## src/rtl/interrupt_priority_controller_core_assert.svh

```systemverilog
// Assertion macros for the interrupt priority controller RTL.
// No dependencies; included by ipc_seq, the only module that carries assertions.
`ifndef INTERRUPT_PRIORITY_CONTROLLER_CORE_ASSERT_SVH
`define INTERRUPT_PRIORITY_CONTROLLER_CORE_ASSERT_SVH

// Consequent checked in the same cycle as the antecedent.
`define IPC_ASSERT_NOW(lbl, clk, rst_n, ante, cons) \
    lbl: assert property (@(posedge clk) disable iff (!rst_n) (ante) |-> (cons)) \
        else $error("ipc assertion failed");

// Consequent checked in the cycle after the antecedent.
`define IPC_ASSERT_NEXT(lbl, clk, rst_n, ante, cons) \
    lbl: assert property (@(posedge clk) disable iff (!rst_n) (ante) |=> (cons)) \
        else $error("ipc assertion failed");

`endif

```

## src/rtl/ipc_pkg.sv

```systemverilog
// Shared types, codes, writable-bit tables and source ROM for the
// interrupt priority controller. No dependencies.
package ipc_pkg;

    localparam int NUM_SOURCES_DEF   = 60;
    localparam int NUM_PRIO_REGS_DEF = 12;
    localparam int NUM_MASK_REGS_DEF = 13;
    localparam int ROM_ENTRIES       = 60;

    localparam logic [15:0] NMI_CTRL_RST = 16'h00c0;

    // access modes
    localparam logic [2:0] MODE_PRIO_WR = 3'd0;
    localparam logic [2:0] MODE_MASK_SET = 3'd1;
    localparam logic [2:0] MODE_MASK_CLR = 3'd2;
    localparam logic [2:0] MODE_PRIO_RD = 3'd3;
    localparam logic [2:0] MODE_MASK_RD = 3'd4;
    localparam logic [2:0] MODE_STATUS  = 3'd5;

    // config register indexes
    localparam logic [1:0] CFG_LEVEL    = 2'd0;
    localparam logic [1:0] CFG_IRQ_PRIO = 2'd1;
    localparam logic [1:0] CFG_IRQ_MASK = 2'd2;
    localparam logic [1:0] CFG_NMI_CTRL = 2'd3;

    // ROM priority-source and mask-source codes
    localparam logic [4:0] PR_IRQWORD = 5'd12;
    localparam logic [4:0] PR_FIXED   = 5'd16;
    localparam logic [3:0] MR_IRQBYTE = 4'd13;
    localparam logic [3:0] MR_NMI     = 4'd14;
    localparam logic [3:0] MR_NONE    = 4'd15;

    typedef enum logic [1:0] {
        ST_IDLE,
        ST_ACCESS,
        ST_SCAN,
        ST_DONE
    } t_state;

    typedef struct packed {
        logic [4:0]  pr;
        logic [4:0]  pos;
        logic [3:0]  mr;
        logic [7:0]  msk;
        logic [11:0] evt;
    } t_rom_entry;

    typedef struct packed {
        logic ready;
        logic access;
        logic scan;
        logic load;
    } t_seq_ctl;

    typedef struct packed {
        logic       eligible;
        logic [3:0] prio;
    } t_cand;

    typedef struct packed {
        logic       found;
        logic [5:0] src;
        logic [3:0] prio;
    } t_best;

    typedef struct packed {
        logic        we_prio;
        logic        set_mask;
        logic        clr_mask;
        logic [3:0]  idx;
        logic [15:0] value;
    } t_access;

    function automatic logic [15:0] prio_writable(input logic [3:0] idx);
        logic [15:0] w;
        unique case (idx)
            4'd0, 4'd1, 4'd6: w = 16'hfff0;
            4'd2:             w = 16'h000f;
            4'd3:             w = 16'h0f00;
            4'd4, 4'd8:       w = 16'hf0f0;
            4'd5, 4'd7, 4'd9: w = 16'hffff;
            4'd10, 4'd11:     w = 16'hff00;
            default:          w = 16'h0000;
        endcase
        return w;
    endfunction

    function automatic logic [7:0] mask_writable(input logic [3:0] idx);
        logic [7:0] w;
        unique case (idx)
            4'd0, 4'd2, 4'd8: w = 8'h07;
            4'd1:             w = 8'h0f;
            4'd3:             w = 8'hfc;
            4'd4:             w = 8'h79;
            4'd5:             w = 8'hf7;
            4'd6:             w = 8'h1b;
            4'd7:             w = 8'hff;
            4'd9:             w = 8'h12;
            4'd10:            w = 8'h37;
            4'd11:            w = 8'h01;
            4'd12:            w = 8'h38;
            default:          w = 8'h00;
        endcase
        return w;
    endfunction

    // Source table: priority location, mask location, event code.
    // Fixed priorities are encoded as PR_FIXED + level.
    function automatic t_rom_entry rom_entry(input logic [5:0] s);
        t_rom_entry e;
        unique case (s)
            6'd0:  e = '{5'd31, 5'd0, MR_NMI, 8'h40, 12'h1c0};
            6'd1:  e = '{5'd30, 5'd0, MR_NONE, 8'h00, 12'h5e0};
            6'd2:  e = '{PR_IRQWORD, 5'd28, MR_IRQBYTE, 8'h80, 12'h600};
            6'd3:  e = '{PR_IRQWORD, 5'd24, MR_IRQBYTE, 8'h40, 12'h620};
            6'd4:  e = '{PR_IRQWORD, 5'd20, MR_IRQBYTE, 8'h20, 12'h640};
            6'd5:  e = '{PR_IRQWORD, 5'd16, MR_IRQBYTE, 8'h10, 12'h660};
            6'd6:  e = '{5'd1, 5'd4, 4'd3, 8'h10, 12'h700};
            6'd7:  e = '{5'd1, 5'd4, 4'd3, 8'h20, 12'h720};
            6'd8:  e = '{5'd1, 5'd4, 4'd3, 8'h40, 12'h740};
            6'd9:  e = '{5'd1, 5'd4, 4'd3, 8'h80, 12'h760};
            6'd10: e = '{5'd4, 5'd12, 4'd1, 8'h01, 12'h800};
            6'd11: e = '{5'd4, 5'd12, 4'd1, 8'h02, 12'h820};
            6'd12: e = '{5'd4, 5'd12, 4'd1, 8'h04, 12'h840};
            6'd13: e = '{5'd4, 5'd12, 4'd1, 8'h08, 12'h860};
            6'd14: e = '{5'd4, 5'd4, 4'd2, 8'h01, 12'h900};
            6'd15: e = '{5'd9, 5'd12, 4'd6, 8'h08, 12'h9e0};
            6'd16: e = '{5'd5, 5'd4, 4'd9, 8'h02, 12'ha20};
            6'd17: e = '{5'd10, 5'd12, 4'd10, 8'h01, 12'ha80};
            6'd18: e = '{5'd10, 5'd12, 4'd10, 8'h02, 12'haa0};
            6'd19: e = '{5'd10, 5'd12, 4'd10, 8'h04, 12'hac0};
            6'd20: e = '{5'd10, 5'd8, 4'd10, 8'h10, 12'hb00};
            6'd21: e = '{5'd10, 5'd8, 4'd10, 8'h20, 12'hb20};
            6'd22: e = '{5'd5, 5'd8, 4'd5, 8'h10, 12'hb80};
            6'd23: e = '{5'd5, 5'd8, 4'd5, 8'h20, 12'hba0};
            6'd24: e = '{5'd5, 5'd8, 4'd5, 8'h40, 12'hbc0};
            6'd25: e = '{5'd5, 5'd12, 4'd5, 8'h80, 12'hbe0};
            6'd26: e = '{5'd6, 5'd12, 4'd5, 8'h01, 12'hc00};
            6'd27: e = '{5'd6, 5'd8, 4'd5, 8'h02, 12'hc20};
            6'd28: e = '{5'd6, 5'd4, 4'd5, 8'h04, 12'hc40};
            6'd29: e = '{5'd7, 5'd12, 4'd6, 8'h01, 12'hc80};
            6'd30: e = '{5'd7, 5'd8, 4'd6, 8'h02, 12'hca0};
            6'd31: e = '{5'd8, 5'd12, 4'd6, 8'h10, 12'hd00};
            6'd32: e = '{5'd7, 5'd4, 4'd7, 8'h04, 12'hd80};
            6'd33: e = '{5'd7, 5'd4, 4'd7, 8'h08, 12'hda0};
            6'd34: e = '{5'd7, 5'd4, 4'd7, 8'h01, 12'hdc0};
            6'd35: e = '{5'd7, 5'd4, 4'd7, 8'h02, 12'hde0};
            6'd36: e = '{5'd7, 5'd0, 4'd7, 8'h10, 12'he00};
            6'd37: e = '{5'd7, 5'd0, 4'd7, 8'h20, 12'he20};
            6'd38: e = '{5'd7, 5'd0, 4'd7, 8'h40, 12'he40};
            6'd39: e = '{5'd7, 5'd0, 4'd7, 8'h80, 12'he60};
            6'd40: e = '{5'd5, 5'd0, 4'd9, 8'h10, 12'hf00};
            6'd41: e = '{5'd8, 5'd4, 4'd11, 8'h01, 12'hf20};
            6'd42: e = '{5'd1, 5'd8, 4'd4, 8'h01, 12'hf40};
            6'd43: e = '{5'd9, 5'd4, 4'd8, 8'h01, 12'hf80};
            6'd44: e = '{5'd11, 5'd12, 4'd8, 8'h02, 12'hfa0};
            6'd45: e = '{5'd11, 5'd8, 4'd8, 8'h04, 12'hfc0};
            6'd46: e = '{5'd0, 5'd12, 4'd4, 8'h10, 12'h400};
            6'd47: e = '{5'd0, 5'd8, 4'd4, 8'h20, 12'h420};
            6'd48: e = '{5'd0, 5'd4, 4'd4, 8'h40, 12'h440};
            6'd49: e = '{5'd9, 5'd0, 4'd0, 8'h02, 12'h4e0};
            6'd50: e = '{5'd9, 5'd0, 4'd0, 8'h04, 12'h500};
            6'd51: e = '{5'd9, 5'd0, 4'd0, 8'h01, 12'h520};
            6'd52: e = '{5'd1, 5'd12, 4'd4, 8'h08, 12'h560};
            6'd53: e = '{5'd3, 5'd8, 4'd12, 8'h08, 12'h580};
            6'd54: e = '{5'd3, 5'd8, 4'd12, 8'h10, 12'h5a0};
            6'd55: e = '{5'd3, 5'd8, 4'd12, 8'h20, 12'h5c0};
            6'd56: e = '{5'd2, 5'd0, 4'd3, 8'h04, 12'hcc0};
            6'd57: e = '{5'd2, 5'd0, 4'd3, 8'h08, 12'hce0};
            6'd58: e = '{5'd9, 5'd8, 4'd2, 8'h02, 12'hd40};
            6'd59: e = '{5'd9, 5'd8, 4'd2, 8'h04, 12'hd60};
            default: e = '{5'd0, 5'd0, MR_NONE, 8'h00, 12'h000};
        endcase
        return e;
    endfunction

endpackage

```

## src/rtl/ipc_seq.sv

```systemverilog
// Scan sequencer: access step, one-source-per-cycle scan through a shared
// priority comparator, result hand-off. Depends on ipc_pkg and assert macros.
`include "interrupt_priority_controller_core_assert.svh"

module ipc_seq #(
    parameter int NUM_SOURCES = ipc_pkg::NUM_SOURCES_DEF
) (
    input  logic              i_clk,
    input  logic              i_rst_n,
    input  logic              i_start,
    input  logic              i_out_free,
    input  ipc_pkg::t_cand    i_cand,
    input  logic [3:0]        i_level,
    output ipc_pkg::t_seq_ctl o_ctl,
    output logic [5:0]        o_src,
    output ipc_pkg::t_best    o_best
);
    import ipc_pkg::*;

    localparam int         SCAN_LEN = (NUM_SOURCES < ROM_ENTRIES) ? NUM_SOURCES : ROM_ENTRIES;
    localparam logic [5:0] SRC_LAST = 6'(SCAN_LEN - 1);

    t_state     r_state, n_state;
    logic [5:0] r_src, n_src;
    logic [3:0] r_level, n_level;
    t_best      r_best, n_best;
    logic       best_hit;
    logic       scan_last;

    always_ff @(posedge i_clk) begin
        if (!i_rst_n) begin
            r_state <= ST_IDLE;
            r_src   <= 6'd0;
            r_level <= 4'd0;
            r_best  <= '0;
        end else begin
            r_state <= n_state;
            r_src   <= n_src;
            r_level <= n_level;
            r_best  <= n_best;
        end
    end

    always_comb begin
        n_state = r_state;
        n_src   = r_src;
        n_level = r_level;
        n_best  = r_best;
        o_ctl   = '0;
        unique case (r_state)
            ST_IDLE: begin
                o_ctl.ready = 1'b1;
                if (i_start) begin
                    n_state = ST_ACCESS;
                    n_level = i_level;
                end
            end
            ST_ACCESS: begin
                o_ctl.access = 1'b1;
                n_state      = ST_SCAN;
                n_src        = 6'd0;
                n_best       = '{found: 1'b0, src: 6'd0, prio: r_level};
            end
            ST_SCAN: begin
                o_ctl.scan = 1'b1;
                // strict compare: ties keep the lower source number
                if (i_cand.eligible && (i_cand.prio > r_best.prio)) begin
                    n_best = '{found: 1'b1, src: r_src, prio: i_cand.prio};
                end
                if (r_src == SRC_LAST) begin
                    n_state = ST_DONE;
                end else begin
                    n_src = r_src + 6'd1;
                end
            end
            ST_DONE: begin
                if (i_out_free) begin
                    o_ctl.load = 1'b1;
                    n_state    = ST_IDLE;
                end
            end
        endcase
    end

    assign o_src  = r_src;
    assign o_best = r_best;

    assign best_hit  = (r_state == ST_SCAN || r_state == ST_DONE) && r_best.found;
    assign scan_last = (r_state == ST_SCAN) && (r_src == SRC_LAST);

    `IPC_ASSERT_NOW(a_best_above_level, i_clk, i_rst_n, best_hit, r_best.prio > r_level)
    `IPC_ASSERT_NOW(a_src_in_range, i_clk, i_rst_n, (r_state == ST_SCAN), (r_src <= SRC_LAST))
    `IPC_ASSERT_NEXT(a_start_access, i_clk, i_rst_n, o_ctl.ready && i_start, r_state == ST_ACCESS)
    `IPC_ASSERT_NEXT(a_scan_end, i_clk, i_rst_n, scan_last, (r_state == ST_DONE))

endmodule

```

## config.mk

```make
export PLATFORM = sky130hd
export DESIGN_NAME = ipc_seq
export DESIGN_NICKNAME = d
export VERILOG_FILES = /design/src/rtl/ipc_pkg.sv /design/src/rtl/ipc_seq.sv
export VERILOG_INCLUDE_DIRS = /design/src /design/src/rtl
export SDC_FILE = /design/constraint.sdc
export NUM_CORES = 1
export LEC_CHECK = 0
export BUFFER_PORTS_ARGS = -buffer_cell sky130_fd_sc_hd__buf_2
export CAP_MARGIN = 20
export CORE_MARGIN = 2
export CORE_UTILIZATION = 55
export DETAILED_ROUTE_END_ITERATION = 10
export GPL_TIMING_DRIVEN = 0
export HOLD_SLACK_MARGIN = 0.15
export PLACE_DENSITY = 0.82
export SYNTH_ARGS = -nofsm -noshare
export SYNTH_HDL_FRONTEND = slang
export SYNTH_SLANG_ARGS = --single-unit
```

## constraint.sdc

```tcl
create_clock -name i_clk -period 2.9 [get_ports i_clk]
set_input_delay 0.58 -clock i_clk [delete_from_list [all_inputs] [get_ports i_clk]]
set_output_delay 0.58 -clock i_clk [all_outputs]
set_load 0.03 [all_outputs]
```

# Word level (Yosys, flattened, before mapping)
# Cells that the tools add are included.
# word_totals
reg_bits	23
in_bits	13
output_inout_bits	21
wordCells	37
# op_classes
n_addsub	1
order_cmp	1
n_eq_ne	9
muxes	13
reduce_logical	7
# ops
operator	n
case mux 11 bit (2 select lines)	1
case mux 6 bit (2 select lines)	1
2-to-1 mux 11 bit	1
!= test 2 bit (second input constant)	5
case mux 2 bit (4 select lines)	1
adder 6 x 1 -> 6 bit (second input constant)	1
== test 6 bit (second input constant)	1
2-to-1 mux 2 bit	3
2-to-1 mux 6 bit	1
AND reduction 2 bit	3
2-to-1 mux 1 bit	5
== test 2 bit (second input constant)	2
greater-than comparator 4 bit	1
AND reduction 3 bit	1
== test 2 x 1 -> 1 bit (second input constant)	1
logical NOT 2 bit	1
nonzero test 2 bit	1
logical AND 1 bit	1

# Logic depth before layout (Yosys ltp)
# logic_depth
word_depth	4
mapped_depth	7
depth_no_buf	6

# Worst setup path after synthesis
# Ideal clock, no wire load.
# synth_path
kind	register -> register
from	reg r_best, in the netlist o_best[1]
to	reg r_best, in the netlist o_best[4]
setup_time_ns	0.072
arrival_time_ns	1.651
required_ns	2.828
path_slack_ns	1.177
path_stages_with_launch	7
n_path_buf	0
period_less_slack_ns	1.723
cell_sequence	dfxtp_1 inv_1 ha_1 nor2b_1 o211ai_1 a21oi_2 mux2i_1
# synth_via
elab_chain_len	4
# synth_lines
element	line_no	source
start, declared	ipc_seq.sv:26	t_best r_best, n_best;
start signal, assigned	ipc_seq.sv:40	r_best <= n_best;
greater-than comparator 4 bit	ipc_seq.sv:67	if (i_cand.eligible && (i_cand.prio > r_best.prio)) begin
logical AND 1 bit	ipc_seq.sv:67	
!= test 2 bit (no line)	n/a	
AND reduction 2 bit (no line)	n/a	
# Every way passes these cells.
# A chain may end at the register's enable or synchronous reset.

==> reports/metrics.yaml <==
sta:
  setup_viol: 0
  fmax_mhz: 501
  slew_headroom: 0.693
  rsz0062_at_grt: "no"
  hold_viol: 0
  post-route-period-util: 0.688
  tightest_slew_ns: 0.460
  fin_crit_ns: 1.99
  fin_setup_tns_ns: 0
  worst_clock_skew_ns: 0.00444
  drv_slew: 0
worst_hold_path:
  hold_path_class: "reg2reg"
  holdCritStartpoint: "o_best[4]"
global_routing:
  grt_usage: 0.228
  grt_max_degree: 14
  grt_pass1_wl_mm: 4.46
  antenna_found_initial: 0
  gr-total-overflow: 0
  first_global_vias: 1038
yosys:
  synth.yosys.seq_area_share: 0.372
  synth_area_leader_cell: "dfxtp_1"
  synth_nets: 161
  netlist_area_um2: 1240
  syn_area_per_cell_um2: 8.98
  synthTopCellsByArea: "dfxtp_1 37%, ha_1 10%, mux2i_1 9.7%"
  syn_inst: 138
  synth_top_area_share: 0.372
  yosys.cell_types.count: 32
  ys_ff_latch: 23
  ys.warnings.count: 0
setup_path:
  end_kind: "output pin"
  path_cells: "inv_1 -> ha_1 -> buf_4 -> buf_2"
  critPathTopFamily: "buffers and inverters"
  worstPathArrival_ns: 1.41
  startpoint: "r_state[0]"
  path_max_fanout: 5
  worst-path-buf-inv: 3
  startpoint_type: "flip-flop"
  crit_type: "reg2out"
  critPathSlowestCell: "dfxtp_1"
  critPathRequiredTime_ns: 2.32
  max_stage_delay_ns: 0.40
  r2r_start: "o_best[3]"
power:
  p_total_uw: 906
  p_per_area_nw_per_um2: 620
  p_leak_nw: 0.657
  ir_drop_v: 0.000389
clocking:
  cts_root_buf: "clkbuf_4"
  clock_sinks: 23
  cts.repair.resized: 0
  post_cts_buffers: 0
  cts_tree: "built"
  ctsHtreeMaxLevel: 1
  cts_buffers: 3
  clock_path_buffers: 2
  post_cts_hold_buffer_count: 0
  path_clk_slew_ns: 0.12
  insertion_delay_ns: 0.31
flow_run:
  maxCapViolations: 0
floorplanning:
  coreArea_um2: 2170
  die_w_um: 51.5
  die_h_um: 51.5
  initial_core_util: 0.571
  row_count: 17
  die_area_um2: 2650
  io_pins: 34
routing:
  wirelength_mm: 2.57
  viasPerCell: 5.27
  antenna_left: 0
  first_pass_iters: 6
  drt-initial-drc-count: 23
  avgRoutedWirePerCell_um: 12.7
  via_count: 1064
  drc: 0
placed_design:
  place.gp.congestion: 0.826
  dp_hpwl_mm: 2.08
  io_buffers: 32
final_layout:
  nets: 198
  multi_input_area_um2: 719
  syn_to_final_growth_pct: 18.0
  drive_gt1_frac: 0.282
  nFillCells: 185
  final-seq-area_um2: 460
  diodes: 0
outcome:
  status: "completed"
[cell type report]
type                            instances  area share
Clock inverter                          1     0.00342
Clock buffer                            3      0.0154
Tap cell                               28      0.0240
Timing Repair Buffer                   32       0.110
Multi-Input combinational cell        101       0.492
Sequential cell                        23       0.315
Inverter                                8      0.0205
Buffer                                  6      0.0197
[metal layers]
metal / GRT usage / wire length (um)
met4: 0.110 / 59
met5: 0 / 0
met1: 0.274 / 1110
met3: 0.0292 / 105
met2: 0.397 / 1300
[worst paths after layout]
| check | end | slack, ns | depth (start not counted) |
|---|---|---|---|
| max reg2reg | o_best[1] | 1.21 | 6 |
| min reg2reg | o_best[4] | 0.46 | 2 |
| max | o_ctl[1] | 0.91 | 4 |
| min | o_best[4] | 0.46 | 2 |
[flip-flops by register name (all words and copies together), names as in the netlist]
| name | flops |
|---|---|
| o_src | 6 |
| r_level | 4 |
| o_best | 11 |
| r_state | 2 |
[kinds of logic after synthesis]
kind of cell,after synthesis,synth area share
adders and majority gates,10,0.101
DFF,23,0.372
buffers and inverters,14,0.0475
AOI/OAI and AO/OA,20,0.131
xor gates and xnor gates,2,0.0141
muxes,16,0.133
and+or+nand+nor,53,0.201
[cells in the final DEF (no fill, tap or decap), drive strengths merged]
cell    Yosys  final
a21boi      5      5
a21oi       5      5
a22o        1      1
a311oi      1      1
and2        4      4
and3        1      1
buf         3     35
clkbuf      3      6
clkinv      0      1
dfxtp      23     23
ha         10     10
inv         8      8
mux2        4      4
mux2i      12     12
nand2      32     32
nand2b      1      1
nand3       7      7
nand4       2      2
nor2        2      2
nor2b       2      2
nor3b       1      1
o211ai      1      1
o21a        2      2
o21ai       2      2
o221ai      1      1
o31a        1      1
o31ai       1      1
or3         1      1
xnor2       1      1
xor2        1      1
[where the power goes]
part	switching [mW]	leakage, nW	internal, mW
clock network	0.0966	0.0177	0.0516
registers	0.0303	0.186	0.351
logic	0.228	0.453	0.148
total	0.355	0.657	0.551
[metrics by stage]
stage          hold slack (ns)   util  worst slack [ns]  instance area, um2  instances
2_1_floorplan            0.441      -              1.18                1240        138
3_3_place_gp             0.440  0.661             0.973                1430        198
3_5_place_dp             0.446  0.661             0.903                1430        198
4_1_cts                  0.464  0.674             0.904                1460        202
5_1_grt                  0.493  0.674             0.850                1460        202
6_report                 0.460  0.674             0.905                1460        202
[worst register-to-register path: cells and delay by family, from the launching register on]
kind                     cells  cell delay, ns
adder cells (fa/ha/maj)      1            0.31
buffers and inverters        1            0.06
AND/OR/NAND/NOR              1            0.16
multiplexers                 1            0.22
flip-flops                   1            0.38
AO/OA/AOI/OAI                2            0.51
[synth_stat cells]
| cell | instances |
|---|---|
| o31a_2 | 1 |
| and3_1 | 1 |
| buf_4 | 1 |
| dfxtp_1 | 23 |
| nor3b_1 | 1 |
| o211ai_1 | 1 |
| buf_2 | 2 |
| o21ai_0 | 2 |
| nand2b_4 | 1 |
| inv_1 | 8 |
| or3_1 | 1 |
| nor2b_1 | 2 |
| nand2_1 | 31 |
| o31ai_4 | 1 |
| and2_1 | 4 |
| mux2_2 | 4 |
| xor2_1 | 1 |
| a311oi_1 | 1 |
| nor2_1 | 2 |
| a21boi_0 | 5 |
| xnor2_1 | 1 |
| nand4_1 | 2 |
| clkbuf_1 | 3 |
| nand3_1 | 7 |
| a21oi_2 | 1 |
| o21a_1 | 2 |
| a21oi_1 | 4 |
| o221ai_2 | 1 |
| ha_1 | 10 |
| a22o_1 | 1 |
| mux2i_1 | 12 |
| nand2_2 | 1 |
No activity file was read; power rests on OpenSTA's default activity.
