### src/rtl/interrupt_priority_controller_core_assert.svh
// Assertion macros for the interrupt priority controller RTL.
// No dependencies; included by ipc_seq, the only module that carries assertions.
`ifndef INTERRUPT_PRIORITY_CONTROLLER_CORE_ASSERT_SVH
`define INTERRUPT_PRIORITY_CONTROLLER_CORE_ASSERT_SVH

// Consequent checked in the same cycle as the antecedent.
`define IPC_ASSERT_NOW(lbl, clk, rst_n, ante, cons) \
    lbl: assert property (@(posedge clk) disable iff (!rst_n) (ante) |-> (cons)) \
        else $error("ipc assertion failed");

// Consequent checked in the cycle after the antecedent.
`define IPC_ASSERT_NEXT(lbl, clk, rst_n, ante, cons) \
    lbl: assert property (@(posedge clk) disable iff (!rst_n) (ante) |=> (cons)) \
        else $error("ipc assertion failed");

`endif

### src/rtl/ipc_pkg.sv
// Shared types, codes, writable-bit tables and source ROM for the
// interrupt priority controller. No dependencies.
package ipc_pkg;

    localparam int NUM_SOURCES_DEF   = 60;
    localparam int NUM_PRIO_REGS_DEF = 12;
    localparam int NUM_MASK_REGS_DEF = 13;
    localparam int ROM_ENTRIES       = 60;

    localparam logic [15:0] NMI_CTRL_RST = 16'h00c0;

    // access modes
    localparam logic [2:0] MODE_PRIO_WR = 3'd0;
    localparam logic [2:0] MODE_MASK_SET = 3'd1;
    localparam logic [2:0] MODE_MASK_CLR = 3'd2;
    localparam logic [2:0] MODE_PRIO_RD = 3'd3;
    localparam logic [2:0] MODE_MASK_RD = 3'd4;
    localparam logic [2:0] MODE_STATUS  = 3'd5;

    // config register indexes
    localparam logic [1:0] CFG_LEVEL    = 2'd0;
    localparam logic [1:0] CFG_IRQ_PRIO = 2'd1;
    localparam logic [1:0] CFG_IRQ_MASK = 2'd2;
    localparam logic [1:0] CFG_NMI_CTRL = 2'd3;

    // ROM priority-source and mask-source codes
    localparam logic [4:0] PR_IRQWORD = 5'd12;
    localparam logic [4:0] PR_FIXED   = 5'd16;
    localparam logic [3:0] MR_IRQBYTE = 4'd13;
    localparam logic [3:0] MR_NMI     = 4'd14;
    localparam logic [3:0] MR_NONE    = 4'd15;

    typedef enum logic [1:0] {
        ST_IDLE,
        ST_ACCESS,
        ST_SCAN,
        ST_DONE
    } t_state;

    typedef struct packed {
        logic [4:0]  pr;
        logic [4:0]  pos;
        logic [3:0]  mr;
        logic [7:0]  msk;
        logic [11:0] evt;
    } t_rom_entry;

    typedef struct packed {
        logic ready;
        logic access;
        logic scan;
        logic load;
    } t_seq_ctl;

    typedef struct packed {
        logic       eligible;
        logic [3:0] prio;
    } t_cand;

    typedef struct packed {
        logic       found;
        logic [5:0] src;
        logic [3:0] prio;
    } t_best;

    typedef struct packed {
        logic        we_prio;
        logic        set_mask;
        logic        clr_mask;
        logic [3:0]  idx;
        logic [15:0] value;
    } t_access;

    function automatic logic [15:0] prio_writable(input logic [3:0] idx);
        logic [15:0] w;
        unique case (idx)
            4'd0, 4'd1, 4'd6: w = 16'hfff0;
            4'd2:             w = 16'h000f;
            4'd3:             w = 16'h0f00;
            4'd4, 4'd8:       w = 16'hf0f0;
            4'd5, 4'd7, 4'd9: w = 16'hffff;
            4'd10, 4'd11:     w = 16'hff00;
            default:          w = 16'h0000;
        endcase
        return w;
    endfunction

    function automatic logic [7:0] mask_writable(input logic [3:0] idx);
        logic [7:0] w;
        unique case (idx)
            4'd0, 4'd2, 4'd8: w = 8'h07;
            4'd1:             w = 8'h0f;
            4'd3:             w = 8'hfc;
            4'd4:             w = 8'h79;
            4'd5:             w = 8'hf7;
            4'd6:             w = 8'h1b;
            4'd7:             w = 8'hff;
            4'd9:             w = 8'h12;
            4'd10:            w = 8'h37;
            4'd11:            w = 8'h01;
            4'd12:            w = 8'h38;
            default:          w = 8'h00;
        endcase
        return w;
    endfunction

    // Source table: priority location, mask location, event code.
    // Fixed priorities are encoded as PR_FIXED + level.
    function automatic t_rom_entry rom_entry(input logic [5:0] s);
        t_rom_entry e;
        unique case (s)
            6'd0:  e = '{5'd31, 5'd0, MR_NMI, 8'h40, 12'h1c0};
            6'd1:  e = '{5'd30, 5'd0, MR_NONE, 8'h00, 12'h5e0};
            6'd2:  e = '{PR_IRQWORD, 5'd28, MR_IRQBYTE, 8'h80, 12'h600};
            6'd3:  e = '{PR_IRQWORD, 5'd24, MR_IRQBYTE, 8'h40, 12'h620};
            6'd4:  e = '{PR_IRQWORD, 5'd20, MR_IRQBYTE, 8'h20, 12'h640};
            6'd5:  e = '{PR_IRQWORD, 5'd16, MR_IRQBYTE, 8'h10, 12'h660};
            6'd6:  e = '{5'd1, 5'd4, 4'd3, 8'h10, 12'h700};
            6'd7:  e = '{5'd1, 5'd4, 4'd3, 8'h20, 12'h720};
            6'd8:  e = '{5'd1, 5'd4, 4'd3, 8'h40, 12'h740};
            6'd9:  e = '{5'd1, 5'd4, 4'd3, 8'h80, 12'h760};
            6'd10: e = '{5'd4, 5'd12, 4'd1, 8'h01, 12'h800};
            6'd11: e = '{5'd4, 5'd12, 4'd1, 8'h02, 12'h820};
            6'd12: e = '{5'd4, 5'd12, 4'd1, 8'h04, 12'h840};
            6'd13: e = '{5'd4, 5'd12, 4'd1, 8'h08, 12'h860};
            6'd14: e = '{5'd4, 5'd4, 4'd2, 8'h01, 12'h900};
            6'd15: e = '{5'd9, 5'd12, 4'd6, 8'h08, 12'h9e0};
            6'd16: e = '{5'd5, 5'd4, 4'd9, 8'h02, 12'ha20};
            6'd17: e = '{5'd10, 5'd12, 4'd10, 8'h01, 12'ha80};
            6'd18: e = '{5'd10, 5'd12, 4'd10, 8'h02, 12'haa0};
            6'd19: e = '{5'd10, 5'd12, 4'd10, 8'h04, 12'hac0};
            6'd20: e = '{5'd10, 5'd8, 4'd10, 8'h10, 12'hb00};
            6'd21: e = '{5'd10, 5'd8, 4'd10, 8'h20, 12'hb20};
            6'd22: e = '{5'd5, 5'd8, 4'd5, 8'h10, 12'hb80};
            6'd23: e = '{5'd5, 5'd8, 4'd5, 8'h20, 12'hba0};
            6'd24: e = '{5'd5, 5'd8, 4'd5, 8'h40, 12'hbc0};
            6'd25: e = '{5'd5, 5'd12, 4'd5, 8'h80, 12'hbe0};
            6'd26: e = '{5'd6, 5'd12, 4'd5, 8'h01, 12'hc00};
            6'd27: e = '{5'd6, 5'd8, 4'd5, 8'h02, 12'hc20};
            6'd28: e = '{5'd6, 5'd4, 4'd5, 8'h04, 12'hc40};
            6'd29: e = '{5'd7, 5'd12, 4'd6, 8'h01, 12'hc80};
            6'd30: e = '{5'd7, 5'd8, 4'd6, 8'h02, 12'hca0};
            6'd31: e = '{5'd8, 5'd12, 4'd6, 8'h10, 12'hd00};
            6'd32: e = '{5'd7, 5'd4, 4'd7, 8'h04, 12'hd80};
            6'd33: e = '{5'd7, 5'd4, 4'd7, 8'h08, 12'hda0};
            6'd34: e = '{5'd7, 5'd4, 4'd7, 8'h01, 12'hdc0};
            6'd35: e = '{5'd7, 5'd4, 4'd7, 8'h02, 12'hde0};
            6'd36: e = '{5'd7, 5'd0, 4'd7, 8'h10, 12'he00};
            6'd37: e = '{5'd7, 5'd0, 4'd7, 8'h20, 12'he20};
            6'd38: e = '{5'd7, 5'd0, 4'd7, 8'h40, 12'he40};
            6'd39: e = '{5'd7, 5'd0, 4'd7, 8'h80, 12'he60};
            6'd40: e = '{5'd5, 5'd0, 4'd9, 8'h10, 12'hf00};
            6'd41: e = '{5'd8, 5'd4, 4'd11, 8'h01, 12'hf20};
            6'd42: e = '{5'd1, 5'd8, 4'd4, 8'h01, 12'hf40};
            6'd43: e = '{5'd9, 5'd4, 4'd8, 8'h01, 12'hf80};
            6'd44: e = '{5'd11, 5'd12, 4'd8, 8'h02, 12'hfa0};
            6'd45: e = '{5'd11, 5'd8, 4'd8, 8'h04, 12'hfc0};
            6'd46: e = '{5'd0, 5'd12, 4'd4, 8'h10, 12'h400};
            6'd47: e = '{5'd0, 5'd8, 4'd4, 8'h20, 12'h420};
            6'd48: e = '{5'd0, 5'd4, 4'd4, 8'h40, 12'h440};
            6'd49: e = '{5'd9, 5'd0, 4'd0, 8'h02, 12'h4e0};
            6'd50: e = '{5'd9, 5'd0, 4'd0, 8'h04, 12'h500};
            6'd51: e = '{5'd9, 5'd0, 4'd0, 8'h01, 12'h520};
            6'd52: e = '{5'd1, 5'd12, 4'd4, 8'h08, 12'h560};
            6'd53: e = '{5'd3, 5'd8, 4'd12, 8'h08, 12'h580};
            6'd54: e = '{5'd3, 5'd8, 4'd12, 8'h10, 12'h5a0};
            6'd55: e = '{5'd3, 5'd8, 4'd12, 8'h20, 12'h5c0};
            6'd56: e = '{5'd2, 5'd0, 4'd3, 8'h04, 12'hcc0};
            6'd57: e = '{5'd2, 5'd0, 4'd3, 8'h08, 12'hce0};
            6'd58: e = '{5'd9, 5'd8, 4'd2, 8'h02, 12'hd40};
            6'd59: e = '{5'd9, 5'd8, 4'd2, 8'h04, 12'hd60};
            default: e = '{5'd0, 5'd0, MR_NONE, 8'h00, 12'h000};
        endcase
        return e;
    endfunction

endpackage

### src/rtl/ipc_regs.sv
// Priority and mask register banks with one read port each.
// Depends on ipc_pkg.
module ipc_regs #(
    parameter int NUM_PRIO_REGS = ipc_pkg::NUM_PRIO_REGS_DEF,
    parameter int NUM_MASK_REGS = ipc_pkg::NUM_MASK_REGS_DEF
) (
    input  logic             i_clk,
    input  logic             i_rst_n,
    input  ipc_pkg::t_access i_acc,
    input  logic [3:0]       i_prio_addr,
    input  logic [3:0]       i_mask_addr,
    output logic [15:0]      o_prio_rdata,
    output logic [7:0]       o_mask_rdata
);
    import ipc_pkg::*;

    localparam int PAW = (NUM_PRIO_REGS > 1) ? $clog2(NUM_PRIO_REGS) : 1;
    localparam int MAW = (NUM_MASK_REGS > 1) ? $clog2(NUM_MASK_REGS) : 1;

    logic [15:0] r_prio [NUM_PRIO_REGS];
    logic [7:0]  r_mask [NUM_MASK_REGS];
    logic [7:0]  wbits;
    logic [7:0]  n_mask;

    assign o_prio_rdata = (5'(i_prio_addr) < 5'(NUM_PRIO_REGS))
                        ? r_prio[i_prio_addr[PAW-1:0]] : 16'h0000;
    assign o_mask_rdata = (5'(i_mask_addr) < 5'(NUM_MASK_REGS))
                        ? r_mask[i_mask_addr[MAW-1:0]] : 8'h00;

    // set/clear is read-modify-write: caller points the mask port at idx
    assign wbits  = i_acc.value[7:0] & mask_writable(i_acc.idx);
    assign n_mask = i_acc.set_mask ? (o_mask_rdata | wbits) : (o_mask_rdata & ~wbits);

    always_ff @(posedge i_clk) begin
        if (!i_rst_n) begin
            for (int i = 0; i < NUM_PRIO_REGS; i++) r_prio[i] <= 16'h0000;
            for (int i = 0; i < NUM_MASK_REGS; i++) r_mask[i] <= 8'h00;
        end else begin
            if (i_acc.we_prio) begin
                r_prio[i_acc.idx[PAW-1:0]] <= i_acc.value & prio_writable(i_acc.idx);
            end
            if (i_acc.set_mask || i_acc.clr_mask) begin
                r_mask[i_acc.idx[MAW-1:0]] <= n_mask;
            end
        end
    end

endmodule

### config.mk
export PLATFORM = sky130hd
export DESIGN_NAME = ipc_regs
export DESIGN_NICKNAME = d
export VERILOG_FILES = /design/src/rtl/interrupt_priority_controller_core_assert.svh /design/src/rtl/ipc_pkg.sv /design/src/rtl/ipc_regs.sv
export SDC_FILE = /design/constraint.sdc
export NUM_CORES = 1
export LEC_CHECK = 0
export BUFFER_PORTS_ARGS = -buffer_cell sky130_fd_sc_hd__buf_4
export CORE_MARGIN = 8
export CORE_UTILIZATION = 55
export CTS_BUF_LIST = sky130_fd_sc_hd__clkbuf_2
export CTS_CLUSTER_DIAMETER = 40
export DETAILED_ROUTE_END_ITERATION = 10
export GPL_TIMING_DRIVEN = 0
export PLACE_DENSITY_LB_ADDON = 0.25
export SKIP_CTS_REPAIR_TIMING = 1
export SKIP_LAST_GASP = 1
export SYNTH_ARGS = -nofsm -noshare
export SYNTH_HDL_FRONTEND = slang
export SYNTH_SLANG_ARGS = --single-unit
### constraint.sdc
create_clock -name i_clk -period 5.6 [get_ports i_clk]
set_clock_uncertainty 0.05 [all_clocks]
set_input_delay 1.12 -clock i_clk [delete_from_list [all_inputs] [get_ports i_clk]]
set_output_delay 1.12 -clock i_clk [all_outputs]
set_load 0.02 [all_outputs]
## Word level (Yosys, flattened, before mapping)

Memories as Yosys holds them, arrays and structs flattened.
Cells that the tools add are included.

| storage, ports and cells | value |
|---|---|
| bits in latches | 0 |
| memory bits (writable) | 296 |
| logic and storage cells | 32 |
| memory bits (read-only) | 384 |
| flip-flop bits (word level) | 0 |
| memories | 4 |
| output and inout port bits | 24 |

| operators by class | value |
|---|---|
| reduce and logical (&&, ||, !) cells | 3 |
| $add $sub $neg | 0 |
| bitwise operators | 5 |
| equal/unequal tests | 0 |
| muxes and demuxes | 18 |
| div/mod/pow operators | 0 |
| shift operators | 0 |
| magnitude comparators | 2 |
| multipliers | 0 |

Memory list:

| name | words | width | read ports | clocked after memory_dff | wr ports | RTL line | text |
|---|---|---|---|---|---|---|---|
| (name not given) | 16 | 16 | 1 | 0 | 0 | ipc_pkg.sv:76 | `unique case (idx)` |
| r_prio | 12 | 16 | 1 | 0 | 12 | ipc_regs.sv:20 | `logic [15:0] r_prio [NUM_PRIO_REGS];` |
| (name not given) | 16 | 8 | 1 | 0 | 0 | ipc_pkg.sv:90 | `unique case (idx)` |
| r_mask | 13 | 8 | 1 | 0 | 13 | ipc_regs.sv:21 | `logic [7:0] r_mask [NUM_MASK_REGS];` |

Operators by type and width:

| kind | number |
|---|---|
| two-way mux 16 bit | 4 |
| two-way mux 8 bit | 3 |
| bitwise AND 16 bit | 1 |
| bitwise AND 8 bit | 2 |
| OR reduction 16 bit | 1 |
| two-way mux 1 bit | 9 |
| < comparator 4 bit, second input constant | 2 |
| two-way mux 4 bit | 2 |
| inverter 8 bit | 1 |
| OR 8 bit | 1 |
| OR reduction 8 bit | 1 |
| logical OR 1 bit | 1 |

## Depth between registers and ports, before layout

Gate-level depths: netlist (run 1).

| logic depth | value |
|---|---|
| depth after elaboration | 6 |
| mapped depth | 9 |
| mapped depth without buffers | 7 |

## Worst setup path after synthesis (run 1)

No wires, ideal clock.

| timing path | value |
|---|---|
| kind | in2out |
| start | input port i_prio_addr[0] |
| end | output port o_prio_rdata[11] |
| stages on the path | 5 |
| arrival | 2.533 ns |
| setup slack | 1.897 ns |
| buffers on the path | 2 |
| cell sequence | buf_2 -> buf_2 -> mux4_2 -> mux2i_1 -> o22ai_1 |

| on the way | value |
|---|---|
| word-level cells in the longest chain between the ends | 2 |
| elaborated cells on any way between the ends | 3 |
| those cells by class | order compare: 1; mux: 1; memory: 1 |

RTL lines:

| item | RTL line | text |
|---|---|---|
| from (decl) | ipc_regs.sv:10 | `input logic [3:0] i_prio_addr,` |
| memory read (12 x 16 bit) or < comparator 4 bit (tied branches) | n/a |  |
| two-way mux 16 bit * | ipc_regs.sv:26 | `? r_prio[i_prio_addr[PAW-1:0]] : 16'h0000;` |
| to (decl) | ipc_regs.sv:12 | `output logic [15:0] o_prio_rdata,` |

Every way passes the cells marked *; elsewhere a longest branch is shown, timed or not.

## Final worst setup path (run 1)

| timing path | value |
|---|---|
| start | input port i_prio_addr[1] |
| end | output port o_prio_rdata[14] |

Same word-level chain as after synthesis.

==> flow_summary_export.csv, run 1 <==
group,metric,value,unit
grt,grtUsageTotal,22.7,%
yosys,netlist_area,13600,um2
clock_tree,ctsLongestPathBuffers,3,
grt,grt_pass1_vias,9122,
timing,fin_crit,4.41,ns
floorplanning,core,24300,um2
floorplanning,dieArea,30100,um2
floorplanning,die_h,173,um
yosys,synth_area_leaders,"edfxtp_1 (66%), mux4_2 (9.2%), nor2_1 (8.1%)",
cells_and_area,nets,1182,
route,drt_iter0_markers,1055,
yosys,synth_flop_cell,"edfxtp_1",
route,postRouteAntennaNets,0,
route,drt-vias-per-instance,6.00,
worst_setup_path,crit_arrival,3.24,ns
yosys,netlist.area_leader.share,65.8,%
cells_and_area,area_delta_synth_final,10.5,%
yosys,synth_top_cells_by_count,"edfxtp_1 (299), nor2_1 (294), nand2_1 (74)",
floorplanning,dieWidth,173,um
yosys,synth-seq-area-share,65.8,%
placed_design,dp_hpwl,23.7,mm
timing,worst_slew_pin_slew,1.05,ns
timing,setup-tns-final,0,ns
worst_setup_path,critPathCaptureType,"primary output",
timing,relSlewSlack,29.6,%
yosys,synth_edf_count,299,
route,firstDrtPassIters,6,
route,routed_wl,34.0,mm
timing,hold_viol,0,
route,routedWlPerCell,22.6,um
yosys,yosysUniqueCellTypes,45,
clock_tree,cts_tree,"done",
run,maxCapViolations,0,
timing,finalCritPeriodShare,78.8,%
worst_setup_path,cp-start-kind,"input pin",
yosys,async_flop_share,0,%
yosys,syn_inst,1013,
outcome,outcome,"complete, no violations",
timing,holdWs,0.574,ns
worst_setup_path,crit_type,"input pin to primary output",
clock_tree,root_buffer,"clkbuf_2",
grt,grt_pass1_wl,52.2,mm
yosys,ys_seq_elements,299,
clock_tree,clkSlewWorstSetupHoldPaths,0.12,ns
placed_design,dp_slack,1.23,ns
pwr,ir_drop,0.000122,V
yosys,yosysTopAreaCell,"edfxtp_1",
cells_and_area,final_core_util,62.0,%
floorplanning,pin_count,57,
placed_design,io_buffers,49,
grt,gr-total-overflow,0,
route,drc,0,
grt,antenna_found_initial,1,
route,vias,9056,
grt,grt_max_degree,17,
worst_setup_path,crit_required,4.43,ns
yosys,post_synth.cell_area_avg,13.5,um2
worst_setup_path,worstPathMaxFanout,10,
timing,rsz0062_at_grt,"false",
pwr,p_per_area,302,nW/um2
timing,setup_viol,0,
timing,setup_ws,1.19,ns
clock_tree,numCtsBuffers,75,
yosys,synth_warnings,0,
placed_design,gp_congestion,0.875,
timing,max_clock_freq,227,MHz
clock_tree,clkSinkCount,299,
cells_and_area,drive_above_1_share,21.8,%
floorplanning,placement_rows,57,
clock_tree,htree_levels,3,
clock_tree,clock_latency,0.85,ns
floorplanning,start_util,56.1,%
hold_path,worst_hold_path_type,"input pin to flop",
pwr,leakagePower,0.00561,uW
cells_and_area,num-fill-cells,1874,
timing,drv_slew,0,
yosys,synth_most_common_cell,"edfxtp_1",
==> power breakdown <==
group / switching (uW) / leakage, uW / internal, uW / total [uW]
Sequential: 29.8 / 0.00294 / 2570 / 2600
Clock: 839 / 0.000499 / 597 / 1440
Combinational: 333 / 0.00217 / 188 / 521
==> logic make-up after synthesis <==
family | Yosys count | share of synthesized area [%]
compound gates | 65 | 3.43
fa+ha+maj | 7 | 0.642
buf+inv | 104 | 3.32
flops | 299 | 65.8
mux | 112 | 14.0
other cells | 1 | 0.0275
simple gates | 425 | 12.7
==> through the flow <==
stage	instance area, um2	power, uW	cells
final	15100	4560	1509
after floorplan	13700	2970	1016
after global routing	15100	4720	1509
after detailed placement	14400	3170	1389
after CTS	15100	4570	1508
after global placement	14400	3160	1389
==> per-layer routing <==
metal  up-vias  wire, um  track usage, %
li1       3960         -               -
met1      4488     13600            30.3
met2       535     15900            35.3
met3        73      3670            6.29
met4         0       896            8.30
met5         -         0               0
==> critical path, cell delays in order <==
cell and delay [ns]:
clkbuf_1 0.50, clkbuf_1 0.66, mux4_2 0.40, mux2i_1 0.19, o22ai_1 0.16, buf_4 0.20
==> layout make-up <==
cell class                 instances  area [um2]  share of cell area, %
buffer                            80         363                   2.41
antenna                            1        2.50                 0.0166
clock buffer                     108         541                   3.59
multi-input combinational        613        4220                   28.0
inverter                          24        90.1                  0.598
clock inverter                    11         100                  0.664
sequential                       299        8980                   59.6
tap                              324         405                   2.69
timing repair buffer              49         368                   2.44
==> cell usage in the layout (no fill, tap or decap), types with 3 or more instances in the layout <==
| cell type | count |
|---|---|
| ha_1 | 7 |
| clkinv_1 | 6 |
| o221ai_1 | 5 |
| a31oi_1 | 5 |
| nand2b_1 | 13 |
| inv_1 | 24 |
| buf_6 | 3 |
| conb_1 | 4 |
| o22ai_1 | 19 |
| a21oi_1 | 7 |
| nor2_1 | 294 |
| edfxtp_1 | 299 |
| o21a_1 | 4 |
| buf_2 | 20 |
| nand3b_1 | 4 |
| buf_4 | 53 |
| clkbuf_2 | 108 |
| clkbuf_1 | 50 |
| o21ai_0 | 5 |
| mux4_1 | 5 |
| nand2_1 | 74 |
| nor2b_1 | 10 |
| mux2i_1 | 42 |
| buf_1 | 3 |
| and2_1 | 8 |
| nor3_1 | 3 |
| mux4_2 | 56 |
| a2bb2oi_1 | 3 |
| nand3_1 | 5 |
| mux2_2 | 9 |
| a22oi_1 | 5 |
| and3_1 | 8 |
==> registers in the layout, summed over array words and instances (netlist names) <==
| signal | flops |
|---|---|
| r_prio | 192 |
| r_mask | 107 |
==> path summary, 6_finish.rpt <==
path	start	to	slack, ns	depth (start not counted)
worst max-delay path	i_prio_addr[1]	o_prio_rdata[14]	1.19	6
worst max register to register	r_mask[2][2]$_SDFFCE_PN0P_	r_mask[8][2]$_SDFFCE_PN0P_	3.06	6
worst min register to register	r_mask[12][4]$_SDFFCE_PN0P_	r_mask[9][4]$_SDFFCE_PN0P_	0.93	4
worst min-delay path	i_acc[2]	r_prio[9][2]$_SDFFCE_PN0P_	0.57	2
No activity file was read; power rests on OpenSTA's default activity.
==> run 2, diff against run 1 <==
--- a/config.mk
+++ b/config.mk
@@ -5,6 +5,7 @@
 export SDC_FILE = /design/constraint.sdc
 export NUM_CORES = 1
 export LEC_CHECK = 0
+export ABC_AREA = 1
 export BUFFER_PORTS_ARGS = -buffer_cell sky130_fd_sc_hd__buf_4
 export CORE_MARGIN = 8
 export CORE_UTILIZATION = 55
==> constraint.sdc (replaced) <==
create_clock -name i_clk -period 4.25 [get_ports i_clk]
set_clock_uncertainty 0.05 [all_clocks]
set_input_delay 0.85 -clock i_clk [delete_from_list [all_inputs] [get_ports i_clk]]
set_output_delay 0.85 -clock i_clk [all_outputs]
set_load 0.02 [all_outputs]
==> run 2 against run 1 <==
Against the previous run:
- core utilization fell by 1.1 points
- area after synthesis rose by 4.5%
- critical path depth rose by 2
- largest cell class unchanged
- highest routed layer unchanged
==> flow_summary_export.csv, run 2 <==
group,metric,value,unit
outcome,outcome,"complete, no violations",
run,maxCapViolations,0,
pwr,ir_drop,0.000233,V
yosys,async_flop_share,0,%
worst_setup_path,r2r_cells,9,
cells_and_area,area_delta_synth_final,9.92,%
floorplanning,pin_count,57,
yosys,yosysTopAreaCell,"edfxtp_1",
placed_design,gp_congestion,0.904,
floorplanning,die_h,177,um
cells_and_area,drive_above_1_share,17.2,%
timing,finalCritPeriodShare,85.7,%
worst_setup_path,crit_chain,"clkbuf_1 -> buf_2 -> clkbuf_1 -> o21ai_0 -> o32ai_1 -> nand3_1 -> nand2_1 -> buf_4",
clock_tree,htree_levels,3,
yosys,yosysUniqueCellTypes,40,
placed_design,dp_hpwl,28.1,mm
pwr,p_comb_share,12.5,%
floorplanning,core,25800,um2
worst_setup_path,crit_arrival,2.74,ns
placed_design,io_buffers,45,
grt,antenna_found_initial,1,
cells_and_area,num-fill-cells,2160,
worst_setup_path,regToRegEndpoint,"r_mask[7][0]$_SDFFCE_PN0P_",
floorplanning,dieArea,31300,um2
route,drt-vias-per-instance,5.77,
route,postRouteAntennaNets,0,
hold_path,worst_hold_path_type,"input pin to flop",
cells_and_area,largest_register_ffs,192,
timing,fin_crit,3.64,ns
cells_and_area,top_regs,"r_prio x192, r_mask x107",
cells_and_area,finalInstanceArea,15700,um2
yosys,syn_inst,1403,
cells_and_area,regMostFlops,"r_prio",
worst_setup_path,crit_type,"input pin to primary output",
yosys,synth.area.mux_share,1.12,%
worst_setup_path,critPathLaunch,"i_prio_addr[1]",
timing,worst_slew_pin_slew,0.865,ns
placed_design,placedCellCount,1786,
route,drt_iter0_markers,1476,
yosys,synth_warnings,0,
yosys,synth_most_common_cell,"nor2_1",
hold_path,hp-start,"i_acc[1]",
yosys,netlist_area,14300,um2
timing,hold_viol,0,
timing,max_clock_freq,275,MHz
pwr,p_sw,1740,uW
cells_and_area,final_cell_mix,"nor2_1 (465), edfxtp_1 (299), nand2_1 (140), clkbuf_2 (99)",
floorplanning,start_util,55.3,%
worst_setup_path,crit_required,3.35,ns
yosys,synth_edf_count,299,
clock_tree,clkSlewWorstSetupHoldPaths,0.11,ns
pwr,leakagePower,0.00596,uW
worst_setup_path,cp-start-kind,"input pin",
route,drc,0,
route,vias,11012,
clock_tree,clock_latency,0.88,ns
clock_tree,numCtsBuffers,73,
route,routedWlPerCell,20.2,um
placed_design,dpl_cell_area,15000,um2
worst_setup_path,worstPathMaxFanout,10,
grt,grt_max_degree,17,
timing,relSlewSlack,42.2,%
pwr,clock_power_share,31.3,%
clock_tree,clkSinkCount,299,
pwr,p_seq_share,56.2,%
grt,grtUsageTotal,24.6,%
worst_setup_path,r2r_start,"r_mask[0][0]$_SDFFCE_PN0P_",
clock_tree,ctsLongestPathBuffers,3,
pwr,p_per_area,389,nW/um2
yosys,synth_adder_area_share,0.614,%
yosys,synth_area_leaders,"edfxtp_1 (63%), nor2_1 (12%), nand2_1 (3.7%)",
cells_and_area,regArea,8980,um2
grt,grt_pass1_vias,10640,
yosys,synth_flop_cell,"edfxtp_1",
worst_setup_path,r2r_slack,2.51,ns
pwr,swShare,28.5,%
grt,gr-total-overflow,0,
worst_setup_path,slowest_delay,0.41,ns
timing,drv_slew,0,
worst_setup_path,critPathCaptureType,"primary output",
yosys,synth_top_cells_by_count,"nor2_1 (465), edfxtp_1 (299), nand2_1 (140)",
yosys,synth_compound_area_share,8.44,%
clock_tree,root_buffer,"clkbuf_2",
route,firstDrtPassIters,6,
worst_setup_path,crit_path_end,"o_prio_rdata[4]",
yosys,synth_xor_area_share,0,%
yosys,yosys.area_share.simple,20.9,%
floorplanning,placement_rows,59,
cells_and_area,layout.cells.non_filler,1907,
cells_and_area,final_core_util,60.8,%
timing,setup-tns-final,0,ns
yosys,synth-seq-area-share,63.0,%
cells_and_area,nets,1566,
yosys,netlist.area_leader.share,63.0,%
pwr,p_int,4360,uW
yosys,ys_seq_elements,299,
floorplanning,dieWidth,177,um
route,routed_wl,38.6,mm
timing,rsz0062_at_grt,"false",
cells_and_area,multi_input_area,4450,um2
clock_tree,cts_tree,"done",
worst_setup_path,cpMostUsedCell,"clkbuf_1",
yosys,post_synth.cell_area_avg,10.2,um2
cells_and_area,final_common_cell,"nor2_1",
grt,grt_pass1_wl,59.0,mm
timing,setup_viol,0,
worst_setup_path,cp_slowest_cell,"clkbuf_1",
yosys,synth_top_family_by_area,"simple AND/OR/NAND/NOR gates",
run 2: changes by cell type after synthesis, sizes merged, moves of 18 or more:
| cell | change |
|---|---|
| buf | +41 |
| o21ai | +105 |
| mux4 | -61 |
| nand3 | +91 |
| nor2 | +175 |
| o22ai | -18 |
| nand2 | +76 |
| a21oi | +20 |
| inv | +33 |
| mux2i | -26 |
run 2: critical path: cells and delay by family:
| family | cells | cell delay, ns |
|---|---|---|
| compound gates | 2 | 0.41 |
| buf+inv | 4 | 1.15 |
| simple gates | 2 | 0.32 |
run 2: cells by family (layout without fill, tap and decap cells):
logic type      count (synthesis)  in the layout
simple gates                  723            723
buf+inv                       163            328
fa+ha+maj                       7              7
mux                            16             16
other cells                     1              5
flops                         299            299
compound gates                194            194
run 2: worst min path at each step:
stage | endpoint | cells after the start
after floorplan | r_mask[10][6]$_SDFFCE_PN0P_ | 4
after global placement | r_mask[12][6]$_SDFFCE_PN0P_ | 4
after detailed placement | r_mask[10][6]$_SDFFCE_PN0P_ | 4
after CTS | r_prio[5][3]$_SDFFCE_PN0P_ | 3
after global routing | r_prio[3][9]$_SDFFCE_PN0P_ | 3
final | r_prio[5][1]$_SDFFCE_PN0P_ | 3
run 2: layout make-up:
class | instances | area share, %
flip-flops and latches | 299 | 57.3
multi-input cells | 944 | 28.4
plain buffers | 105 | 3.92
clock buffers | 99 | 3.16
well taps | 335 | 2.67
repair buffers | 45 | 2.16
inverters | 58 | 1.44
clock inverters | 21 | 0.942
diodes | 1 | 0.0160
run 2: power by group through the flow:
stage	logic, uW	registers (uW)	clock network [uW]
finish	761	3430	1910
global route	818	3450	2060
CTS	746	3430	1910
detailed placement	744	3500	0
global placement	732	3490	0
floorplan	480	3480	0
run 2: metal layers:
metal	track usage (%)	vias to the layer above	wire length, um
met1	35.3	5199	16000
met3	5.42	57	4680
met4	7.64	0	734
met2	36.8	665	17200
met5	0	-	0
li1	-	5091	-
run 2: metrics by stage:
| step | setup slack [ns] | total power (uW) | hold slack (ns) |
|---|---|---|---|
| after floorplan | 1.43 | 3960 | 0.745 |
| after global routing | 0.443 | 6320 | 0.336 |
| final | 0.607 | 6100 | 0.335 |
| after global placement | 0.635 | 4220 | 0.794 |
| after CTS | 0.624 | 6080 | 0.303 |
| after detailed placement | 0.631 | 4240 | 0.816 |
==> run 3, diff against run 2 <==
==> constraint.sdc (replaced) <==
create_clock -name i_clk -period 4.25 [get_ports i_clk]
set_clock_uncertainty 0.05 [all_clocks]
set_input_delay 0.2125 -clock i_clk [delete_from_list [all_inputs] [get_ports i_clk]]
set_output_delay 0.2125 -clock i_clk [all_outputs]
set_load 0.02 [all_outputs]
==> run 3 against run 2 <==
Against the previous run:
- final cell count rose by 1.5%
- non-clock buffer count rose by 28
- wire length rose by 0.92%
- highest routed layer unchanged
==> flow_summary_export.csv, run 3 (synthesized netlist as in run 2, its figures left out) <==
group,metric,value,unit
hold_path,worst_hold_path_type,"input pin to flop",
cells_and_area,nets,1594,
route,route.met2.wl,17.4,mm
route,drt-met1-wl,16.1,mm
cells_and_area,area_delta_synth_final,11.9,%
worst_setup_path,r2r_cells,11,
floorplanning,start_util,55.3,%
clock_tree,ctsLongestPathBuffers,3,
cells_and_area,finalInstanceArea,16000,um2
pwr,p_per_area,383,nW/um2
cells_and_area,final_cell_mix,"nor2_1 (465), edfxtp_1 (299), nand2_1 (140), clkbuf_2 (99)",
timing,setup-tns-final,0,ns
timing,max_clock_freq,412,MHz
clock_tree,cts_tree,"done",
cells_and_area,num-fill-cells,2119,
worst_setup_path,crit_arrival,2.17,ns
route,highest_layer,"met4",
floorplanning,dieArea,31300,um2
route,routedWlPerCell,20.1,um
timing,setup_ws,1.82,ns
cells_and_area,final_common_cell,"nor2_1",
worst_setup_path,critPathCaptureType,"primary output",
worst_setup_path,crit_required,3.99,ns
grt,gr-total-overflow,0,
timing,rsz0062_at_grt,"false",
hold_path,hold_path_end,"r_mask[9][4]$_SDFFCE_PN0P_",
timing,worst_slew_pin_slew,0.863,ns
route,routed_wl,39.0,mm
hold_path,min_path_cells,6,
floorplanning,die_h,177,um
cells_and_area,regArea,8980,um2
cells_and_area,multi_input_area,4450,um2
route,drc,0,
route,drt-vias-per-instance,5.77,
worst_setup_path,cp-start-kind,"flop",
grt,antenna_found_initial,1,
placed_design,placedCellCount,1786,
route,vias,11172,
worst_setup_path,worstPathMaxFanout,1,
run,maxCapViolations,0,
pwr,ir_drop,0.000230,V
clock_tree,numCtsBuffers,73,
cells_and_area,top_regs,"r_prio x192, r_mask x107",
placed_design,dp_hpwl,28.1,mm
clock_tree,clkSlewWorstSetupHoldPaths,0.10,ns
outcome,outcome,"complete, no violations",
timing,finalCritPeriodShare,57.1,%
timing,drv_slew,0,
route,firstDrtPassIters,6,
grt,grt_pass1_wl,59.0,mm
floorplanning,placement_rows,59,
floorplanning,pin_count,57,
grt,grtUsageTotal,24.6,%
worst_setup_path,r2r_start,"r_mask[4][3]$_SDFFCE_PN0P_",
pwr,leakagePower,0.00607,uW
timing,setup_viol,0,
cells_and_area,largest_register_ffs,192,
timing,hold_viol,0,
cells_and_area,layout.cells.non_filler,1935,
cells_and_area,drive_above_1_share,16.9,%
floorplanning,dieWidth,177,um
timing,relSlewSlack,42.4,%
placed_design,dp_slack,1.48,ns
placed_design,io_buffers,45,
route,dr_wl_met3,4.58,mm
worst_setup_path,r2r_slack,2.50,ns
placed_design,dpl_cell_area,15000,um2
placed_design,gp_congestion,0.904,
worst_setup_path,regToRegEndpoint,"r_mask[5][3]$_SDFFCE_PN0P_",
route,drt_iter0_markers,1403,
grt,grt_max_degree,17,
floorplanning,core,25800,um2
worst_setup_path,crit_type,"flop to primary output",
clock_tree,clkSinkCount,299,
route,postRouteAntennaNets,0,
timing,fin_crit,2.43,ns
cells_and_area,final_core_util,61.9,%
clock_tree,htree_levels,3,
hold_path,hp-start,"i_mask_addr[3]",
grt,grt_pass1_vias,10640,
clock_tree,root_buffer,"clkbuf_2",
clock_tree,clock_latency,0.88,ns
cells_and_area,regMostFlops,"r_prio",
## run 3: changes by cell type in the layout (fill, tap and decap cells not counted)
cell / delta
dlygate4sd3_1: +28
## run 3: layout make-up
class / instances / area share [%]
Multi-Input combinational cell: 944 / 27.9
Sequential cell: 299 / 56.3
Buffer: 105 / 3.85
Timing Repair Buffer: 73 / 3.88
Tap cell: 335 / 2.63
Inverter: 58 / 1.41
Clock inverter: 21 / 0.926
Clock buffer: 99 / 3.11
Antenna cell: 1 / 0.0157
## run 3: worst max path at each step
stage / from / end
floorplan: i_acc[16] / r_prio[2][0]$_SDFFCE_PN0P_
global placement: i_acc[17] / r_prio[5][0]$_SDFFCE_PN0P_
detailed placement: i_acc[17] / r_prio[5][11]$_SDFFCE_PN0P_
CTS: r_prio[4][4]$_SDFFCE_PN0P_ / o_prio_rdata[4]
global route: r_prio[4][4]$_SDFFCE_PN0P_ / o_prio_rdata[4]
finish: r_prio[4][6]$_SDFFCE_PN0P_ / o_prio_rdata[6]
## run 3: metal layers
layer  up-vias  global-route usage (%)
met4         0                    7.64
met2       672                    36.8
li1       5145                       -
met3        67                    5.42
met5         -                       0
met1      5288                    35.3
## run 3: worst max-delay path, cell delays in order (launching register included)
cell and delay, ns:
edfxtp_1 0.36, nor2_1 0.06, o32ai_1 0.49, nand3_1 0.12, nand2_1 0.14, buf_4 0.15
## run 3: power by group
part	total, uW	switching (uW)	internal [uW]
sequential	3430	41.7	3390
combinational	784	547	238
clock	1900	1150	752
total	6110	1730	4380
## run 3: through the flow
stage / power [uW] / hold slack (ns)
4_1_cts: 6080 / -0.334
6_report: 6110 / 0.00559
5_1_grt: 6340 / 0.0135
2_1_floorplan: 3960 / 0.403
3_5_place_dp: 4240 / 0.561
3_3_place_gp: 4220 / 0.544
